<file path="src/design/assert_macros.svh">
// ----------------------------------------------------------------------------
// Assertion macros shared by the clip-reject RTL.
// Define ASSERT_OFF to compile every assertion out.
// ----------------------------------------------------------------------------
`ifndef ASSERT_MACROS_SVH
`define ASSERT_MACROS_SVH

`ifndef ASSERT_OFF

// Check a property on every rising edge outside reset
`define ASSERT_PROP(label, clk, rst_n, prop) \
	label: assert property (@(posedge clk) disable iff (!rst_n) prop) \
		else $error("property failed");

// Check that a condition never holds outside reset
`define ASSERT_NEVER(label, clk, rst_n, cond) \
	label: assert property (@(posedge clk) disable iff (!rst_n) !(cond)) \
		else $error("forbidden condition seen");

`else

`define ASSERT_PROP(label, clk, rst_n, prop)
`define ASSERT_NEVER(label, clk, rst_n, cond)

`endif

`endif

</file>
<file path="src/design/lscr_pkg.sv">
`timescale 1ns / 1ps
// ----------------------------------------------------------------------------
// lscr_pkg
// Widths, codes and interface types of the line segment clip-reject block.
// ----------------------------------------------------------------------------
package lscr_pkg;

	// Fixed-point format and pass limit
	localparam int FRAC_BITS  = 16;
	localparam int MAX_PASSES = 8;

	// Datapath widths
	localparam int COORD_W = 32;
	localparam int DIFF_W  = COORD_W + 1;
	localparam int MAG_W   = COORD_W;
	localparam int PROD_W  = 2 * MAG_W;
	localparam int QCLAMP  = 40;
	localparam int QUOT_W  = QCLAMP + 1;
	localparam int SUM_W   = QCLAMP + 2;
	localparam int PASS_W  = $clog2(MAX_PASSES + 1);
	localparam int STEP_W  = $clog2(PROD_W);
	localparam int ADDR_W  = 4;
	localparam int CODE_W  = 4;

	// Window reset values: plus and minus one
	localparam logic signed [COORD_W-1:0] WIN_ONE       = COORD_W'(1 << FRAC_BITS);
	localparam logic signed [COORD_W-1:0] WIN_MINUS_ONE = -WIN_ONE;

	// Outcode bit positions
	localparam int BIT_LEFT   = 0;
	localparam int BIT_RIGHT  = 1;
	localparam int BIT_BOTTOM = 2;
	localparam int BIT_TOP    = 3;

	// Register indexes
	localparam logic [1:0] REG_LEFT   = 2'd0;
	localparam logic [1:0] REG_RIGHT  = 2'd1;
	localparam logic [1:0] REG_BOTTOM = 2'd2;
	localparam logic [1:0] REG_TOP    = 2'd3;

	typedef struct packed {
		logic signed [COORD_W-1:0] left;
		logic signed [COORD_W-1:0] right;
		logic signed [COORD_W-1:0] bottom;
		logic signed [COORD_W-1:0] top;
	} window_t;

	// Request to the shared multiply/divide unit
	typedef struct packed {
		logic                     go;
		logic signed [DIFF_W-1:0] span;
		logic signed [DIFF_W-1:0] num;
		logic signed [DIFF_W-1:0] den;
	} md_req_t;

	// Clamped quotient magnitude, valid while done is high
	typedef struct packed {
		logic              done;
		logic [QUOT_W-1:0] quot;
	} md_rsp_t;

endpackage

</file>
<file path="src/design/lscr_muldiv.sv">
`timescale 1ns / 1ps
// ----------------------------------------------------------------------------
// lscr_muldiv
// Shared unit: registers |span| * |num|, then a restoring divide by |den|,
// one quotient bit per cycle. The quotient is clamped to 2^40.
// ----------------------------------------------------------------------------
module lscr_muldiv import lscr_pkg::*; (
	input  logic    clk,
	input  logic    arst_n,
	input  md_req_t req,
	output md_rsp_t rsp
);

	localparam logic [1:0] MD_IDLE = 2'd0;
	localparam logic [1:0] MD_MUL  = 2'd1;
	localparam logic [1:0] MD_DIV  = 2'd2;
	localparam logic [1:0] MD_DONE = 2'd3;

	logic [1:0]        state_q;
	logic [STEP_W-1:0] step_q;
	logic [MAG_W-1:0]  mag_a_q;
	logic [MAG_W-1:0]  mag_b_q;
	logic [MAG_W-1:0]  mag_d_q;
	logic [PROD_W-1:0] pq_q;
	logic [MAG_W-1:0]  rem_q;
	logic [PROD_W-1:0] prod;
	logic [MAG_W:0]    rem_sh;
	logic [MAG_W:0]    rem_sub;
	logic              rem_ge;

	function automatic logic [MAG_W-1:0] mag(input logic signed [DIFF_W-1:0] v);
		logic signed [DIFF_W-1:0] n;
		n = v[DIFF_W-1] ? -v : v;
		return n[MAG_W-1:0];
	endfunction

	// Multiply and one divide step
	assign prod    = PROD_W'(mag_a_q) * PROD_W'(mag_b_q);
	assign rem_sh  = {rem_q, pq_q[PROD_W-1]};
	assign rem_sub = rem_sh - {1'b0, mag_d_q};
	assign rem_ge  = rem_sh >= {1'b0, mag_d_q};

	// Clamp the quotient to 2^40
	assign rsp.done = (state_q == MD_DONE);
	assign rsp.quot = (|pq_q[PROD_W-1:QCLAMP]) ? {1'b1, {QCLAMP{1'b0}}}
	                                           : {1'b0, pq_q[QCLAMP-1:0]};

	// Sequence the unit
	always_ff @(posedge clk or negedge arst_n) begin
		if (!arst_n) begin
			state_q <= MD_IDLE;
			step_q  <= '0;
		end else begin
			case (state_q)
				MD_IDLE: begin
					if (req.go) state_q <= MD_MUL;
				end
				MD_MUL: begin
					step_q  <= '0;
					state_q <= (mag_d_q == '0) ? MD_DONE : MD_DIV;
				end
				MD_DIV: begin
					step_q <= step_q + 1'b1;
					if (step_q == STEP_W'(PROD_W - 1)) state_q <= MD_DONE;
				end
				MD_DONE: begin
					state_q <= MD_IDLE;
				end
				default: begin
					state_q <= MD_IDLE;
				end
			endcase
		end
	end

	// Operands, product and divide shift register
	always_ff @(posedge clk) begin
		case (state_q)
			MD_IDLE: begin
				if (req.go) begin
					mag_a_q <= mag(req.span);
					mag_b_q <= mag(req.num);
					mag_d_q <= mag(req.den);
				end
			end
			MD_MUL: begin
				// zero divisor gives a zero quotient
				rem_q <= '0;
				pq_q  <= (mag_d_q == '0) ? '0 : prod;
			end
			MD_DIV: begin
				rem_q <= rem_ge ? rem_sub[MAG_W-1:0] : rem_sh[MAG_W-1:0];
				pq_q  <= {pq_q[PROD_W-2:0], rem_ge};
			end
			default: begin
			end
		endcase
	end

endmodule

</file>
<file path="src/design/lscr_clip.sv">
`timescale 1ns / 1ps
// ----------------------------------------------------------------------------
// lscr_clip
// Clip sequencer: holds both endpoints, forms outcodes, decides accept or
// reject, and moves the outside endpoint onto a window edge per pass.
// ----------------------------------------------------------------------------
module lscr_clip import lscr_pkg::*; (
	input  logic                      clk,
	input  logic                      arst_n,
	input  logic                      accept,
	input  logic signed [COORD_W-1:0] start_x,
	input  logic signed [COORD_W-1:0] start_y,
	input  logic signed [COORD_W-1:0] end_x,
	input  logic signed [COORD_W-1:0] end_y,
	input  window_t                   win,
	input  md_rsp_t                   md_rsp,
	output md_req_t                   md_req,
	output logic                      busy,
	output logic                      done,
	output logic                      rejected
);

	localparam logic [1:0] ST_IDLE  = 2'd0;
	localparam logic [1:0] ST_CHECK = 2'd1;
	localparam logic [1:0] ST_SETUP = 2'd2;
	localparam logic [1:0] ST_WAIT  = 2'd3;

	localparam logic signed [COORD_W-1:0] COORD_MAX = {1'b0, {(COORD_W-1){1'b1}}};
	localparam logic signed [COORD_W-1:0] COORD_MIN = {1'b1, {(COORD_W-1){1'b0}}};

	logic [1:0]                state_q;
	logic [PASS_W-1:0]         pass_q;
	logic                      go_q;
	logic                      done_q;
	logic                      rejected_q;
	logic signed [COORD_W-1:0] x0_q, y0_q, x1_q, y1_q;
	logic signed [DIFF_W-1:0]  span_q, num_q, den_q;
	logic signed [COORD_W-1:0] base_q;
	logic signed [COORD_W-1:0] edge_val_q;
	logic                      by_y_q;
	logic                      side0_q;
	logic                      neg_q;

	logic [CODE_W-1:0]         c0, c1, co;
	logic                      visible, share, by_y;
	logic signed [COORD_W-1:0] edge_val, a0, a1, b0, b1;
	logic signed [DIFF_W-1:0]  span_d, num_d, den_d;
	logic signed [SUM_W-1:0]   base_x, quot_x, sum;
	logic signed [COORD_W-1:0] new_coord;

	function automatic logic [CODE_W-1:0] region(input logic signed [COORD_W-1:0] x,
		input logic signed [COORD_W-1:0] y, input window_t w);
		logic [CODE_W-1:0] c;
		c = '0;
		c[BIT_TOP]    = y > w.top;
		c[BIT_BOTTOM] = y < w.bottom;
		c[BIT_RIGHT]  = x > w.right;
		c[BIT_LEFT]   = x < w.left;
		return c;
	endfunction

	function automatic logic signed [DIFF_W-1:0] sx(input logic signed [COORD_W-1:0] v);
		return {v[COORD_W-1], v};
	endfunction

	// Outcodes and the trivial tests
	assign c0      = region(x0_q, y0_q, win);
	assign c1      = region(x1_q, y1_q, win);
	assign visible = (c0 | c1) == '0;
	assign share   = (c0 & c1) != '0;
	assign co      = (c0 != '0) ? c0 : c1;
	assign by_y    = co[BIT_TOP] | co[BIT_BOTTOM];

	// Pick the edge: top, bottom, right, then left
	always_comb begin
		if (co[BIT_TOP])         edge_val = win.top;
		else if (co[BIT_BOTTOM]) edge_val = win.bottom;
		else if (co[BIT_RIGHT])  edge_val = win.right;
		else                     edge_val = win.left;
	end

	// Axis a is the one that crosses the edge, axis b is interpolated
	assign a0 = by_y ? y0_q : x0_q;
	assign a1 = by_y ? y1_q : x1_q;
	assign b0 = by_y ? x0_q : y0_q;
	assign b1 = by_y ? x1_q : y1_q;

	assign span_d = sx(b1) - sx(b0);
	assign num_d  = sx(edge_val) - sx(a0);
	assign den_d  = sx(a1) - sx(a0);

	// Apply the signed quotient and saturate to the coordinate range
	assign base_x = {{(SUM_W-COORD_W){base_q[COORD_W-1]}}, base_q};
	assign quot_x = {1'b0, md_rsp.quot};
	assign sum    = neg_q ? base_x - quot_x : base_x + quot_x;

	always_comb begin
		if ((&sum[SUM_W-1:COORD_W-1]) || !(|sum[SUM_W-1:COORD_W-1])) begin
			new_coord = sum[COORD_W-1:0];
		end else if (sum[SUM_W-1]) begin
			new_coord = COORD_MIN;
		end else begin
			new_coord = COORD_MAX;
		end
	end

	assign md_req.go   = go_q;
	assign md_req.span = span_q;
	assign md_req.num  = num_q;
	assign md_req.den  = den_q;
	assign busy        = (state_q != ST_IDLE);
	assign done        = done_q;
	assign rejected    = rejected_q;

	// Sequence the passes
	always_ff @(posedge clk or negedge arst_n) begin
		if (!arst_n) begin
			state_q <= ST_IDLE;
			pass_q  <= '0;
			go_q    <= 1'b0;
			done_q  <= 1'b0;
		end else begin
			go_q   <= 1'b0;
			done_q <= 1'b0;
			case (state_q)
				ST_IDLE: begin
					if (accept) begin
						pass_q  <= '0;
						state_q <= ST_CHECK;
					end
				end
				ST_CHECK: begin
					if (visible || share || pass_q == PASS_W'(MAX_PASSES)) begin
						done_q  <= 1'b1;
						state_q <= ST_IDLE;
					end else begin
						state_q <= ST_SETUP;
					end
				end
				ST_SETUP: begin
					go_q    <= 1'b1;
					state_q <= ST_WAIT;
				end
				ST_WAIT: begin
					if (md_rsp.done) begin
						pass_q  <= pass_q + 1'b1;
						state_q <= ST_CHECK;
					end
				end
				default: begin
					state_q <= ST_IDLE;
				end
			endcase
		end
	end

	// Endpoints and per-pass operands
	always_ff @(posedge clk) begin
		case (state_q)
			ST_IDLE: begin
				if (accept) begin
					x0_q <= start_x;
					y0_q <= start_y;
					x1_q <= end_x;
					y1_q <= end_y;
				end
			end
			ST_CHECK: begin
				// visible means accepted, anything else that ends here is a reject
				rejected_q <= !visible;
			end
			ST_SETUP: begin
				span_q     <= span_d;
				num_q      <= num_d;
				den_q      <= den_d;
				base_q     <= b0;
				edge_val_q <= edge_val;
				by_y_q     <= by_y;
				side0_q    <= (c0 != '0);
				neg_q      <= span_d[DIFF_W-1] ^ num_d[DIFF_W-1] ^ den_d[DIFF_W-1];
			end
			ST_WAIT: begin
				if (md_rsp.done) begin
					if (side0_q) begin
						if (by_y_q) begin
							x0_q <= new_coord;
							y0_q <= edge_val_q;
						end else begin
							y0_q <= new_coord;
							x0_q <= edge_val_q;
						end
					end else begin
						if (by_y_q) begin
							x1_q <= new_coord;
							y1_q <= edge_val_q;
						end else begin
							y1_q <= new_coord;
							x1_q <= edge_val_q;
						end
					end
				end
			end
			default: begin
			end
		endcase
	end

endmodule

</file>
<file path="src/design/line_segment_clip_reject.sv">
`timescale 1ns / 1ps
// ----------------------------------------------------------------------------
// line_segment_clip_reject
// Sequencing: after the accepting edge the block makes P clip passes, P from
// 0 to 8, then strobes done; each pass runs the 64-step restoring divide in
// the shared multiply/divide unit, skipped when the divisor is zero.
// Throughput: one segment at a time; start is taken in the strobe cycle.
// Reset: arst_n clears the sequencers and sets the window to plus/minus 1.0.
// ----------------------------------------------------------------------------
`include "assert_macros.svh"

module line_segment_clip_reject import lscr_pkg::*; (
	input  logic                      clk,
	input  logic                      arst_n,
	input  logic                      psel,
	input  logic                      penable,
	input  logic                      pwrite,
	input  logic [ADDR_W-1:0]         paddr,
	input  logic [COORD_W-1:0]        pwdata,
	output logic [COORD_W-1:0]        prdata,
	output logic                      pready,
	input  logic                      start,
	output logic                      busy,
	input  logic signed [COORD_W-1:0] start_x,
	input  logic signed [COORD_W-1:0] start_y,
	input  logic signed [COORD_W-1:0] end_x,
	input  logic signed [COORD_W-1:0] end_y,
	output logic                      done,
	output logic                      rejected
);

	window_t    win_q;
	md_req_t    md_req;
	md_rsp_t    md_rsp;
	logic       cfg_wr;
	logic       accept;
	logic [1:0] reg_idx;

	assign pready  = 1'b1;
	assign cfg_wr  = psel & penable & pwrite;
	assign reg_idx = paddr[ADDR_W-1:2];
	assign accept  = start & ~busy;

	// Write the window registers
	always_ff @(posedge clk or negedge arst_n) begin
		if (!arst_n) begin
			win_q.left   <= WIN_MINUS_ONE;
			win_q.right  <= WIN_ONE;
			win_q.bottom <= WIN_MINUS_ONE;
			win_q.top    <= WIN_ONE;
		end else if (cfg_wr) begin
			case (reg_idx)
				REG_LEFT:   win_q.left   <= pwdata;
				REG_RIGHT:  win_q.right  <= pwdata;
				REG_BOTTOM: win_q.bottom <= pwdata;
				REG_TOP:    win_q.top    <= pwdata;
				default: begin
				end
			endcase
		end
	end

	// Read back the window registers
	always_comb begin
		case (reg_idx)
			REG_LEFT:   prdata = win_q.left;
			REG_RIGHT:  prdata = win_q.right;
			REG_BOTTOM: prdata = win_q.bottom;
			REG_TOP:    prdata = win_q.top;
			default:    prdata = '0;
		endcase
	end

	lscr_clip u_clip (
		.clk      (clk),
		.arst_n   (arst_n),
		.accept   (accept),
		.start_x  (start_x),
		.start_y  (start_y),
		.end_x    (end_x),
		.end_y    (end_y),
		.win      (win_q),
		.md_rsp   (md_rsp),
		.md_req   (md_req),
		.busy     (busy),
		.done     (done),
		.rejected (rejected)
	);

	lscr_muldiv u_muldiv (
		.clk    (clk),
		.arst_n (arst_n),
		.req    (md_req),
		.rsp    (md_rsp)
	);

	// Check sequencing between the clip control and the shared unit
	`ASSERT_PROP(a_done_single, clk, arst_n, done |=> !done)
	`ASSERT_PROP(a_accept_busy, clk, arst_n, (start && !busy) |=> busy)
	`ASSERT_PROP(a_done_after_work, clk, arst_n, done |-> $past(busy))
	`ASSERT_PROP(a_md_done_busy, clk, arst_n, md_rsp.done |-> busy)
	`ASSERT_NEVER(a_go_not_done, clk, arst_n, md_req.go && md_rsp.done)

endmodule

</file>
<file path="config.mk">
export PLATFORM = sky130hd
export DESIGN_NAME = line_segment_clip_reject
export DESIGN_NICKNAME = d
export VERILOG_FILES = /design/src/design/lscr_pkg.sv /design/src/design/lscr_muldiv.sv /design/src/design/lscr_clip.sv /design/src/design/line_segment_clip_reject.sv
export VERILOG_INCLUDE_DIRS = /design/src /design/src/design
export SDC_FILE = /design/constraint.sdc
export NUM_CORES = 2
export LEC_CHECK = 0
export BUFFER_PORTS_ARGS = -buffer_cell sky130_fd_sc_hd__buf_2
export CELL_PAD_IN_SITES_DETAIL_PLACEMENT = 0
export CELL_PAD_IN_SITES_GLOBAL_PLACEMENT = 1
export CORE_MARGIN = 1.5
export CORE_UTILIZATION = 45
export CTS_CLUSTER_SIZE = 40
export DETAILED_ROUTE_END_ITERATION = 7
export PLACE_DENSITY = 0.81
export SYNTH_ARGS = -nofsm -noshare
export SYNTH_HDL_FRONTEND = slang
export SYNTH_SLANG_ARGS = --single-unit
</file>
<file path="constraint.sdc">
create_clock -name clk -period 20.4 [get_ports clk]
set_input_delay 1.02 -clock clk [delete_from_list [all_inputs] [get_ports clk]]
set_output_delay 1.02 -clock clk [all_outputs]
set_load 0.005 [all_outputs]
</file>
# Word level (Yosys, flattened, before mapping)
# Index checks and enable logic that the tools add are counted.
# word_totals
inputBits,170
ff_bits,631
word_cells,156
# classes
n_eq_ne,17
add_sub_neg,11
n_lt_le_gt_ge,9
n_reduce_logical,28
n_bitwise,9
multipliers,1
muxes,53
# op_table
cell,n
$mux W32,27
$pmux W32 S2,5
$gt A32 B32 Y1,4
$lt A32 B32 Y1,4
$pmux W32 S4,1
$pmux W64 S2,1
$sub A32 B32 Y33,3
$neg A32 Y32,3
$mul A32 B32 Y64,1
$mux W64,1
$add A32 B42 Y42,1
$mux W42,1
$sub A32 B42 Y42,1
$mux W41,1
$ge A33 B32 Y1,1
$logic_not A32 Y1,1
$sub A32 B32 Y32,1
$reduce_or A24 Y1,1
$pmux W2 S4,2
$reduce_and A2 Y1,7
$eq A2 B2 Y1 const B,6
$mux W4,3
$pmux W6 S2,1
$reduce_and A11 Y1,1
25 further kinds,50

# Depth between registers and ports, before layout
# logic_depth
ltp_word,12
depth_mapped,31

# Cells and area by module
# From an unflattened synthesis, not the netlist that was laid out.
# hier_totals
cells_unflattened,8077
area_unflattened_um2,78600.4
# modules_own_cells
module,seq_area_each_um2,area_per_inst_um2,cells_per_inst,instances
lscr_muldiv,5965.7,44621.5,4757,1
lscr_clip,9058.7,28270.9,3000,1
line_segment_clip_reject,3245.6,5708.0,320,1

# Worst setup path before layout
# Ideal clock, no wire load.
# synth_path
path_type,register to register
from,register u_muldiv.mag_a_q[13]
to,"register u_muldiv.pq_q[62], data pin"
t_required_ps,20143
arrival_time_ps,7673
slack_ps,12470
path_stages_with_launch,27
cell_sequence,edfxtp_1 clkbuf_1 and2_1 fa_1 fa_1 fa_1 inv_1 fa_1 inv_1 fa_1 fa_1 fa_1 inv_1 fa_1 inv_1 ha_1 clkbuf_1 and3_1 nand4_1 or2_2 o211ai_1 o2111ai_1 a21oi_1 a32oi_1 o31a_1 mux2i_1 nand2_1
# synth_via
elab_chain_cells,3
# synth_lines
element,line,text
start: declaration,lscr_muldiv.sv:21,logic [MAG_W-1:0] mag_a_q;
start signal: assignment,lscr_muldiv.sv:81,mag_a_q <= mag(req.span);
$mul A32 B32 Y64,lscr_muldiv.sv:38,assign prod = PROD_W'(mag_a_q) * PROD_W'(mag_b_q);
$mux W64,lscr_muldiv.sv:89,pq_q <= (mag_d_q == '0) ? '0 : prod;
$pmux W64 S2,lscr_muldiv.sv:78,case (state_q)
end signal: assignment,lscr_muldiv.sv:89,
end signal: assignment,lscr_muldiv.sv:93,"pq_q <= {pq_q[PROD_W-2:0], rem_ge};"
end: declaration,lscr_muldiv.sv:24,logic [PROD_W-1:0] pq_q;
# No other way between the ends.
# A chain may end at the register's enable or synchronous reset.

# Worst setup path in the final report
# layout_path
from,register u_clip.x0_q[31]
to,"register u_clip.den_q[31], data pin"
# layout_via
elab_chain_cells,6
elab_cells_between_ends,8
# layout_lines
element,line,text
start: declaration,lscr_clip.sv:36,"logic signed [COORD_W-1:0] x0_q, y0_q, x1_q, y1_q;"
start signal: assignment,lscr_clip.sv:162,x0_q <= start_x;
start signal: assignment,lscr_clip.sv:186,x0_q <= new_coord;
start signal: assignment,lscr_clip.sv:190,x0_q <= edge_val_q;
$lt A32 B32 Y1 or $gt A32 B32 Y1 (tied branches),"lscr_clip.sv:58, lscr_clip.sv:57",
$reduce_bool A4 Y1,lscr_clip.sv:71,assign co = (c0 != '0) ? c0 : c1;
$mux W4,lscr_clip.sv:71,
$or A1 B1 Y1,lscr_clip.sv:72,assign by_y = co[BIT_TOP] | co[BIT_BOTTOM];
"$mux W32, on equally long branches","lscr_clip.sv:84, lscr_clip.sv:83",
$sub A32 B32 Y33 *,lscr_clip.sv:90,assign den_d = sx(a1) - sx(a0);
via u_clip.den_d[31],lscr_clip.sv:47,"logic signed [DIFF_W-1:0] span_d, num_d, den_d;"
end signal: assignment,lscr_clip.sv:175,den_q <= den_d;
end: declaration,lscr_clip.sv:37,"logic signed [DIFF_W-1:0] span_q, num_q, den_q;"
# The timed path passes the listed nets; every way through them passes the cells marked *.

==> metrics.md <==
| Metric | Value |
|---|---|
| Seq/Total Area, Yosys | 23.3% |
| Kind of critical path | flip-flop to flip-flop |
| Hold violation total from the final report | 0 |
| Synth area leader | fa_1 |
| Initial antenna violation count | 4 |
| Synth top area cells | fa_1, edfxtp_1, ha_1 |
| Setup TNS | 0 ns |
| Drt drc | 0 |
| Initial detailed-routing violation count | 4741 |
| Largest family of logic cells by synthesized area | adder cells |
| RePlAce Congestion | 0.972 |
| Synthesized Nets | 9918 |
| CP endpoint kind | flip-flop |
| DR WL/cell | 22.3 um |
| Startpoint types | flip-flop |
| Root Driver | clkbuf_16 |
| Total grt overflow | 0 |
| Ys flop type | edfxtp_1 |
| Critical path arrival | 10.28 ns |
| Critical R2R Capture | u_clip.den_q[31] |
| Clk_lat worst skew | 0.67 ns |
| Async set-or-reset flop fraction in the synthesized netlist | 22.8% |
| Mux cell area share after synthesis | 4.86% |
| Total GRT Usage | 26.8% |
| Count leader, synth | inv_1 |
| Simple-gate share of the synthesized area | 14.4% |
| I/O pins | 206 |
| Fin crit share | 48.6% |
| Core area | 174000 sq um |
| Mapped Area | 78600 sq um |
| Worst EP required | 20.77 ns |
| RSZ-0062 raised after global routing | no |
| RR Startpoint | u_clip.x0_q[31] |
| Hold/Removal Path Class | primary input to async pin |
| Xor-xnor portion of the synthesized cell area | 3.48% |
| Routed Antenna Nets | 0 |
| TritonCTS Buffers | 72 |
| Post-DP HPWL | 188000 um |
| Maximum clock path buffer count | 3 |
| Max Fclk | 101 MHz |
| Postcts setup bufs | 0 |
| Number of synthesized register bits | 631 |
| Layout Nets | 9912 |
| FF-to-FF path depth | 23 |
| Layout cells sized above 1 | 7.86% |
| Row cnt | 153 |
| Slack of the worst reg-to-reg path | 10.48 ns |
| Vias in the first global route | 61700 |
| Post-synth cell types | 100 |
| Slew headroom | 17.6% |
| Final setup fails | 0 |
| Initial Utilization | 45.2% |
| CTS tree | done |
| Mapped Cells | 8146 |
| Vias per Instance | 5.73 |
| Clock sinks | 631 |
| Worst-path clk slew | 0.06 ns |
| Fin. max-slew vios | 0 |
| DR pass1 iterations | 6 |
| Synth-to-layout area growth | 7.20% |
| Die Y | 421 um |
| Adder-cell share of the synthesized area | 34.1% |
| Post_cts resized | 0 |
| Clock Skews | 0.0459 ns |
| Die area | 177000 sq um |
| Via count of the routed design | 60300 |
| Synth Area in Compound Gates | 11.8% |
| # hold bufs at CTS | 0 |
| Die width | 421 um |
| Post-synth EDFFs | 487 |
| H-Tree Depth | 3 |
| Avg Synthesized Cell Area | 9.64 sq um |
| Synthesis Warnings | 0 |
| # port buffers | 202 |
| Min cycle time layout | 9.92 ns |
| CP Max Fanout | 61 |
| Global-route wire length before repair | 364000 um |
| Drt total wl | 235000 um |
| Pin count of the biggest net entering global routing | 77 |
| Max Cap Viol | 0 |
| Worst-Margin Slew | 1.24 ns |
| Run status | completed |
| Area share of the leading cell type in the synthesized netlist | 23.0% |
| Commonest cells in the netlist | inv_1, fa_1, nand2_1 |
==> per-layer routing <==
metal / GRT usage, % / share of wire (%) / vias to the layer above
met4: 9.25 / 3.6 / 0
met1: 37.3 / 44 / 30600
met2: 43.4 / 46 / 2094
met3: 3.06 / 6.3 / 319
li1: - / - / 27300
met5: 0 / 0 / -
==> critical path, cell delays in order (launching register included) <==
cell and delay [ns]:
edfxtp_1 0.50, ha_1 0.50, nand4_1 0.32, nor4_1 0.85, nand3_1 0.29, o211a_1 0.20, or4b_1 0.59, o31ai_4 0.85
nor2_4 0.07, buf_4 0.34, inv_4 0.66, buf_4 0.82, mux2_2 0.44, ha_1 0.34, a21o_1 0.22, a21oi_1 0.23
a311oi_1 0.13, buf_4 0.18, o311ai_0 0.62, a21oi_1 0.31, o21a_1 0.30, a21oi_1 0.23, o21ai_0 0.15, xor2_1 0.42
==> stage by stage <==
| stage | utilization (%) | hold WS, ns | cell area [sq um] | worst slack [ns] | std cells |
|---|---|---|---|---|---|
| CTS | 48.5 | 0.352 | 84200 | 10.46 | 10500 |
| floorplan | - | 0.452 | 78600 | 12.47 | 8146 |
| detailed placement | 47.1 | 0.486 | 81800 | 10.57 | 10400 |
| global route | 48.5 | 0.408 | 84200 | 10.25 | 10500 |
| finish | 48.5 | 0.364 | 84200 | 10.48 | 10500 |
| global placement | 47.1 | 0.477 | 81800 | 10.73 | 10400 |
==> area by class of cell <==
cell class	count	area, sq um
multi-input combinational	5856	54000
timing repair buffer	302	1770
antenna	1	2.50
tap	2325	2910
inverter	1277	4800
clock inverter	48	517
sequential	631	18300
fill	16100	89400
clock buffer	84	1910
==> sequential cells by signal (all words and copies together) (netlist names), 2 cells and up <==
register,flops
u_clip.base_q,32
u_clip.den_q,33
u_clip.edge_val_q,32
u_clip.num_q,33
u_clip.pass_q,4
u_clip.span_q,33
u_clip.state_q,2
u_clip.x0_q,32
u_clip.x1_q,32
u_clip.y0_q,32
u_clip.y1_q,32
u_muldiv.mag_a_q,32
u_muldiv.mag_b_q,32
u_muldiv.mag_d_q,32
u_muldiv.pq_q,64
u_muldiv.rem_q,32
u_muldiv.state_q,2
u_muldiv.step_q,6
win_q,128
==> worst max path at each step <==
| stage | from | to | cells past startpoint |
|---|---|---|---|
| 6_report | u_clip.x0_q[31] | u_clip.den_q[31] | 23 |
| 3_3_place_gp | u_clip.x0_q[31] | u_clip.den_q[31] | 23 |
| 2_1_floorplan | u_muldiv.mag_a_q[13] | u_muldiv.pq_q[62] | 26 |
| 3_5_place_dp | u_clip.x0_q[31] | u_clip.den_q[31] | 23 |
| 4_1_cts | u_clip.x0_q[31] | u_clip.den_q[31] | 23 |
| 5_1_grt | u_muldiv.mag_b_q[7] | u_muldiv.pq_q[62] | 24 |
==> cell usage in the layout (no fill, tap or decap), drive strengths merged, types with 55 or more instances in the layout <==
master	n
inv	1283
xor2	96
nor3	61
o2111ai	108
nand2	887
a21o	207
a21oi	281
ha	701
mux2i	124
nand3	123
mux2	165
o21ai	264
o31ai	55
nor2b	71
nor2	216
fa	901
nand4	80
buf	302
edfxtp	487
clkbuf	84
dfrtp	110
xnor2	216
and2	604
==> cell families after synthesis <==
group | Yosys count
other cells | 1
xor+xnor | 312
flops | 631
buf+inv | 1659
compound gates | 1355
simple gates | 2265
fa+ha+maj | 1602
mux | 321
Power is not shown: default switching activity piles up to over one toggle a cycle in this logic, so the estimate is an artifact.
